### src/hdl/mlpf_level_table.sv
`timescale 1ns / 1ps
module mlpf_level_table #(
  parameter int LEVELS = 8,
  parameter int NW     = 8,
  parameter int CW     = 9,
  parameter int LW     = $clog2(LEVELS)
) (
  input  logic          clk,
  input  logic          rst,
  input  logic          we,
  input  logic [LW-1:0] waddr,
  input  logic [NW-1:0] whead,
  input  logic [NW-1:0] wtail,
  input  logic [CW-1:0] wsize,
  input  logic [LW-1:0] raddr,
  output logic [NW-1:0] rhead,
  output logic [NW-1:0] rtail,
  output logic [CW-1:0] rsize
);

  logic [NW-1:0] level_head [LEVELS];
  logic [NW-1:0] level_tail [LEVELS];
  logic [CW-1:0] level_size [LEVELS];

  always_ff @(posedge clk) begin
    if (rst) begin
      for (int i = 0; i < LEVELS; i++) begin
        level_head[i] <= '0;
        level_tail[i] <= '0;
        level_size[i] <= '0;
      end
    end else if (we) begin
      level_head[waddr] <= whead;
      level_tail[waddr] <= wtail;
      level_size[waddr] <= wsize;
    end
  end

  assign rhead = level_head[raddr];
  assign rtail = level_tail[raddr];
  assign rsize = level_size[raddr];

endmodule

### config.mk
export PLATFORM = sky130hd
export DESIGN_NAME = mlpf_level_table
export DESIGN_NICKNAME = d
export VERILOG_FILES = /design/src/hdl/mlpf_level_table.sv
export SDC_FILE = /design/constraint.sdc
export NUM_CORES = 1
export LEC_CHECK = 0
export ABC_CLOCK_PERIOD_IN_PS = 2900
export BUFFER_PORTS_ARGS = -buffer_cell sky130_fd_sc_hd__buf_2
export CAP_MARGIN = 20
export CORE_ASPECT_RATIO = 0.6
export CORE_MARGIN = 5
export CORE_UTILIZATION = 55
export CTS_BUF_LIST = sky130_fd_sc_hd__clkbuf_8
export DETAILED_ROUTE_END_ITERATION = 8
export GPL_TIMING_DRIVEN = 0
export PLACE_DENSITY = 0.73
export SLEW_MARGIN = 20
export SYNTH_ARGS = -nofsm -noshare
export SYNTH_HDL_FRONTEND = slang
export SYNTH_SLANG_ARGS = --single-unit
export TNS_END_PERCENT = 20
### constraint.sdc
create_clock -name clk -period 2.9 [get_ports clk]
set_input_delay 0.145 -clock clk [delete_from_list [all_inputs] [get_ports clk]]
set_output_delay 0.145 -clock clk [all_outputs]
set_load 0.02 [all_outputs]
After elaboration in Yosys (flattened, before gate mapping)

Memory sizes are Yosys's and may differ from the RTL's.
Index checks and enable logic that the tools add are counted.

Register bits after elaboration: 0
Memory bits (writable): 200
Output and inout port bits: 25
Word-level logic and storage cells: 20
Memories kept: 3

Muxes and demuxes: 14
Reductions and logical operators: 3

Memory list:

| memory     | words | bits a word | rd ports | clocked after memory_dff | write ports | line | text |
|---|---|---|---|---|---|---|---|
| level_size | 8     | 9           | 1        | 0                        | 8           | 23   | `logic [CW-1:0] level_size [LEVELS];` |
| level_head | 8     | 8           | 1        | 0                        | 8           | 21   | `logic [NW-1:0] level_head [LEVELS];` |
| level_tail | 8     | 8           | 1        | 0                        | 8           | 22   | `logic [NW-1:0] level_tail [LEVELS];` |

Operator list:

| cell             | number |
|---|---|
| $mux W8          | 2 |
| $reduce_or A8 Y1 | 2 |
| $mux W3          | 3 |
| $mux W9          | 1 |
| $reduce_or A9 Y1 | 1 |
| $mux W1          | 8 |

Depth between registers and ports, before layout

Gate-level depths: netlist of run 1.

Depth in word-level cells: 5
Depth in mapped cells: 5
Depth with buffers taken out: 2

Least setup slack after synthesis of run 1

OpenSTA, ideal clock, no wires.

Path type: input port to flip-flop
Start point: input waddr[2]
End point: memory level_head[0][0] (enable)
Arrival time: 2169 ps
Data required time: 2488 ps
Slack: 318 ps
Stages: 5
Cells stage by stage: or3b_1 -> clkbuf_1 -> buf_6 -> buf_4 -> o21bai_1

RTL lines:

| element         | line | text |
|---|---|---|
| start, declared | 11   | `input logic [LW-1:0] waddr,` |
| end, declared   | 21   |  |

Worst setup path in the final report of run 1

Start point: memory level_head[3][7]
End point: output rhead[7]

Cells in the longest elaborated chain, start to end: 1

RTL lines:

| element       | line | text |
|---|---|---|
| $mem_v2 Z8 W8 | -    |  |
| end, declared | 16   | `output logic [NW-1:0] rhead,` |

No other way between the ends.

==> impl_metrics.env, run 1 <==
export IMPL_clock_sink_count=200
export IMPL_worstPathRequired_ps=2760
export IMPL_drcViolationCount=0
export IMPL_grtUsageTotal=0.2558
export IMPL_maxCapViolCount=0
export IMPL_nets=691
export IMPL_grt_pass1_vias=5894
export IMPL_highest_layer="met4"
export IMPL_setup_viol=0
export IMPL_cts_repair_resized=0
export IMPL_regArea_um2=6006
export IMPL_port_buffers=55
export IMPL_grt_max_degree=22
export IMPL_slew_headroom=0.4763
export IMPL_min_period_over_period=0.7019
export IMPL_area_growth_pct=13.91
export IMPL_crit_type="flip-flop to output port"
export IMPL_worst_pin_slew_ps=785.5
export IMPL_grt_overflow=0
export IMPL_grt_pass1_wl_um=35810
export IMPL_fmax_mhz=491.3
export IMPL_crit_path_end_kind="output port"
export IMPL_yosysTopAreaCell="edfxtp_1"
export IMPL_setup_tns_ps=0
export IMPL_die_area_um2=19330
export IMPL_numCtsBuffers=17
export IMPL_ys_ff_latch=200
export IMPL_drtPass1Iterations=5
export IMPL_crit_arrival_ps=1890
export IMPL_cts_tree="built"
export IMPL_leakage_nw=3.367
export IMPL_clock_path_buffers=2
export IMPL_rsz0062_at_grt="no"
export IMPL_vias=5801
export IMPL_power_density_nw_per_um2=571.8
export IMPL_via_per_inst=6.460
export IMPL_status="completed"
export IMPL_fp_dieW_um=176.2
export IMPL_fillers=1153
export IMPL_hpwl_um=15470
export IMPL_netlist_instances=575
export IMPL_io_pins=59
export IMPL_drtIter0Drc=848
export IMPL_clk_pin_slew_ps=120
export IMPL_slew_violations=0
export IMPL_synth_distinct_cells=17
export IMPL_core_area_um2=16260
export IMPL_initial_utilization=0.5604
export IMPL_hp_class="input pin to flip-flop"
export IMPL_wl_met3_um=3113
export IMPL_ys_warn_count=0
export IMPL_cts_hold_fix_buffers=0
export IMPL_dr_wl_met2_um=10450
export IMPL_gp_congestion=0.8062
export IMPL_timing_final_crit_period_ps=2035
export IMPL_num_antenna_cells=0
export IMPL_avgSynthCellArea_um2=15.85
export IMPL_netlist_area_um2=9112
export IMPL_post_cts_buffers=0
export IMPL_layout_commonest_cell="edfxtp_1"
export IMPL_wl_per_cell_um=26.09
export IMPL_peakVddDrop_mv=0.3138
export IMPL_ant_nets=0
export IMPL_multi_input_comb_area_um2=2790
export IMPL_synthesis_nets=609
export IMPL_num_rows=36
export IMPL_drive_above_1_share=0.2149
export IMPL_crit_path_max_fanout=1
export IMPL_wl_um=23430
export IMPL_final_cell_mix="edfxtp_1 (200), nor3_1 (199), buf_2 (59)"
export IMPL_hold_viol_final=0
export IMPL_seq_area_frac_synth=0.6591
export IMPL_netlist_top_cells_area="edfxtp_1 (66%), mux4_1 (14%), nor3_1 (11%), mux2_2 (3.1%), clkbuf_1 (1.4%)"
export IMPL_die_y_um=109.7
export IMPL_layout_setup_ws_ps=864.6
export IMPL_root_buffer="clkbuf_8"
export IMPL_synth_top_area_frac=0.6591
export IMPL_pre_cts_ws_ps=518.0
export IMPL_antenna_found_initial=0
export IMPL_htreeDepth=4
export IMPL_drt_met1_wl_um=9607
export IMPL_startpoint_type="flip-flop"
## critical path, cell delays in order (launching register included)
cell and delay [ps]:
edfxtp_1 390, mux4_1 560, mux2_2 300, buf_2 160
## registers in the layout, indices dropped and copies added, names as in the netlist
name,cells
level_head,64
level_tail,64
level_size,72
## power by group
group	total, mW	switching (mW)	internal, mW
sequential	3.39	0.0411	3.35
combinational	0.741	0.456	0.285
clock	1.80	1.08	0.716
total	5.94	1.58	4.35
## path summary, 6_finish.rpt
kind	slack, ps	to	start	cells after the start
hold / removal	110	level_size[0][7]$_SDFFCE_PN0P_	wsize[7]	3
setup / recovery	860	rhead[7]	level_head[3][7]$_SDFFCE_PN0P_	3
## cells by family (layout without fill, tap and decap cells)
| group | Yosys count | after routing | synth area share |
|---|---|---|---|
| flip-flops | 200 | 200 | 0.6591 |
| AO/OA/AOI/OAI | 8 | 8 | 0.006591 |
| buffers and inverters | 86 | 181 | 0.04462 |
| AND/OR/NAND/NOR | 206 | 206 | 0.1147 |
| multiplexers | 75 | 75 | 0.1751 |
## stage by stage
step	area, um2	std cells	power (mW)	hold WS [ps]	util
global route	10380	898	6.123	116.1	0.6384
CTS	10380	898	5.928	108.5	0.6384
finish	10380	898	5.935	114.0	0.6384
global placement	9673	858	4.123	608.1	0.5949
floorplan	9112	575	3.889	474.0	-
detailed placement	9976	866	4.194	619.3	0.6135
## per-layer routing
metal,GRT usage,up-vias
li1,-,2482
met1,0.3681,2904
met2,0.3820,386
met3,0.09278,29
met4,0.05451,0
met5,0,-
## synth_stat cells
cell / instances
nand2_1: 1
or3b_1: 1
clkinv_1: 25
nor3_2: 1
nor3_1: 199
buf_4: 1
buf_6: 10
buf_2: 4
or2_2: 1
clkbuf_1: 34
nand2b_1: 2
mux4_1: 50
edfxtp_1: 200
o21bai_1: 8
mux2_2: 25
buf_1: 12
nand3b_1: 1
## final cells by class
type,count,area share
Multi-Input combinational cell,289,0.2688
Clock buffer,17,0.02254
Timing Repair Buffer,63,0.04701
Buffer,61,0.03013
Inverter,25,0.009040
Clock inverter,15,0.01639
Tap cell,228,0.02748
Sequential cell,200,0.5786
Power figures use the tool's default switching activity.
==> inputs of run 2 (changes only) <==
--- a/config.mk
+++ b/config.mk
@@ -5,7 +5,7 @@
 export SDC_FILE = /design/constraint.sdc
 export NUM_CORES = 1
 export LEC_CHECK = 0
-export ABC_CLOCK_PERIOD_IN_PS = 2900
+export ABC_CLOCK_PERIOD_IN_PS = 1600
 export BUFFER_PORTS_ARGS = -buffer_cell sky130_fd_sc_hd__buf_2
 export CAP_MARGIN = 20
 export CORE_ASPECT_RATIO = 0.6
@@ -14,7 +14,7 @@
 export CTS_BUF_LIST = sky130_fd_sc_hd__clkbuf_8
 export DETAILED_ROUTE_END_ITERATION = 8
 export GPL_TIMING_DRIVEN = 0
-export PLACE_DENSITY = 0.73
+export PLACE_DENSITY = 0.76
 export SLEW_MARGIN = 20
 export SYNTH_ARGS = -nofsm -noshare
 export SYNTH_HDL_FRONTEND = slang
==> constraint.sdc (replaced) <==
create_clock -name clk -period 1.6 [get_ports clk]
set_input_delay 0.08 -clock clk [delete_from_list [all_inputs] [get_ports clk]]
set_output_delay 0.08 -clock clk [all_outputs]
set_load 0.02 [all_outputs]
==> impl_metrics.env, run 2 (synthesis results as in run 1) <==
export IMPL_p_total_mw=10.67
export IMPL_pwr_share_seq=0.579
export IMPL_largest_reg_flops=72
export IMPL_crit_path_max_fanout=1
export IMPL_drcViolationCount=0
export IMPL_p_sw_mw=2.835
export IMPL_status="finished with violations"
export IMPL_place_area_um2=9842
export IMPL_switching_share=0.2656
export IMPL_min_period_over_period=1.173
export IMPL_largest_register="level_size"
export IMPL_reg_top3="level_size x72, level_head x64, level_tail x64"
export IMPL_grt_pass1_wl_um=36690
export IMPL_clock_path_buffers=2
export IMPL_pwr_share_clk=0.280
export IMPL_clock_sink_count=200
export IMPL_nets=696
export IMPL_drive_above_1_share=0.2993
export IMPL_cts_tree="built"
export IMPL_highest_layer="met5"
export IMPL_numCtsBuffers=17
export IMPL_grtUsageTotal=0.2598
export IMPL_initial_utilization=0.5604
export IMPL_final_cell_mix="edfxtp_1 (200), nor3_1 (199), mux4_2 (45)"
export IMPL_die_y_um=109.7
export IMPL_fmax_mhz=532.6
export IMPL_setup_viol=100
export IMPL_drtPass1Iterations=5
export IMPL_peakVddDrop_mv=0.5425
export IMPL_power_density_nw_per_um2=1027
export IMPL_maxCapViolCount=0
export IMPL_startpoint_type="flip-flop"
export IMPL_num_antenna_cells=0
export IMPL_grt_overflow=0
export IMPL_crit_path_end_kind="output port"
export IMPL_hold_depth=3
export IMPL_violations="setup timing"
export IMPL_leakage_nw=3.309
export IMPL_area_growth_pct=14.05
export IMPL_slew_headroom=0.3053
export IMPL_final_util=0.6391
export IMPL_die_area_um2=19330
export IMPL_dr_wl_met2_um=10580
export IMPL_holdWs_ps=68.35
export IMPL_layout_setup_ws_ps=-277.5
export IMPL_worst_pin_slew_ps=1039
export IMPL_ant_nets=0
export IMPL_p_int_mw=7.839
export IMPL_layout_commonest_cell="edfxtp_1"
export IMPL_core_area_um2=16260
export IMPL_vias=5988
export IMPL_port_buffers=55
export IMPL_crit_type="flip-flop to output port"
export IMPL_hpwl_um=15040
export IMPL_slew_violations=0
export IMPL_hold_viol_final=0
export IMPL_wl_um=24210
export IMPL_drt_met1_wl_um=9576
export IMPL_rsz0062_at_grt="yes"
export IMPL_antenna_found_initial=0
export IMPL_crit_arrival_ps=1800
export IMPL_p_comb_frac=0.142
export IMPL_wl_per_cell_um=26.81
export IMPL_wl_met3_um=3720
export IMPL_gp_congestion=0.8287
export IMPL_clk_pin_slew_ps=110
export IMPL_grt_pass1_vias=6016
export IMPL_drtIter0Drc=996
export IMPL_timing_final_crit_period_ps=1878
export IMPL_io_pins=59
export IMPL_design_area_um2=10390
export IMPL_hp_class="input pin to flip-flop"
export IMPL_root_buffer="clkbuf_8"
export IMPL_grt_max_degree=26
export IMPL_num_rows=36
export IMPL_holdPathEnd="level_tail[2][2]$_SDFFCE_PN0P_"
export IMPL_htreeDepth=4
export IMPL_worstPathRequired_ps=1520
export IMPL_fp_dieW_um=176.2
export IMPL_via_per_inst=6.631
export IMPL_hold_start="wtail[2]"
[run 2: changes by cell type in the layout (fill, tap and decap cells not counted), moves of 11 or more]
| cell | change |
|---|---|
| buf_2 | -24 |
| mux2_2 | -15 |
| mux4_1 | -45 |
| mux2_4 | +15 |
| mux4_2 | +45 |
| buf_4 | +11 |
| buf_6 | +19 |
[run 2: what timing repair did]
| action | in CTS | in global routing |
|---|---|---|
| buffers inserted | 8 | 0 |
| hold buffers | 0 | 0 |
| pin swaps | 3 | 2 |
| endpoints found under the setup margin | 161 | 123 |
| gates cloned | 2 | 0 |
| resized for setup | 79 | 54 |
[run 2: how the worst max path moves through the flow]
stage	startpoint	endpoint	slack, ps
2_1_floorplan	rst	level_head[5][0]$_SDFFCE_PN0P_	-170
3_3_place_gp	rst	level_size[5][1]$_SDFFCE_PN0P_	-1110
3_5_place_dp	waddr[0]	level_size[4][6]$_SDFFCE_PN0P_	-830
4_1_cts	level_size[5][3]$_SDFFCE_PN0P_	rsize[3]	-290
5_1_grt	level_size[5][3]$_SDFFCE_PN0P_	rsize[3]	-330
6_report	level_size[1][3]$_SDFFCE_PN0P_	rsize[3]	-280
[run 2: through the flow]
stage	std cells	worst slack [ps]	setup TNS, ps
floorplan	575	-174.5	-21090
global placement	858	-1108	-175180
detailed placement	861	-825.5	-126210
CTS	903	-293.6	-13830
global route	903	-331.6	-18940
finish	903	-277.5	-15290
[run 2: power groups by stage]
stage / clock (mW) / sequential [mW] / combinational (mW)
2_1_floorplan: 0 / 6.24 / 0.827
3_3_place_gp: 0 / 6.25 / 1.23
3_5_place_dp: 0 / 6.28 / 1.28
4_1_cts: 2.98 / 6.17 / 1.42
5_1_grt: 3.18 / 6.21 / 1.59
6_report: 2.98 / 6.18 / 1.51
[run 2: critical path: stages (launching register included)]
cell and delay (ps):
edfxtp_1 400, mux4_2 500, mux2_4 300, buf_6 130
[run 2: cell type report]
type / count / area [um2]
Clock buffer: 17 / 234.0
Sequential cell: 200 / 6006
Timing Repair Buffer: 66 / 550.5
Inverter: 25 / 93.84
Fill cell: 1184 / 5868
Multi-Input combinational cell: 291 / 2715
Buffer: 61 / 381.6
Tap cell: 228 / 285.3
Clock inverter: 15 / 126.4
[run 2: routing by layer]
layer,vias to the layer above,track usage
li1,2447,-
met1,2997,0.3868
met2,502,0.3749
met3,40,0.08522
met4,2,0.06229
met5,-,0.01823
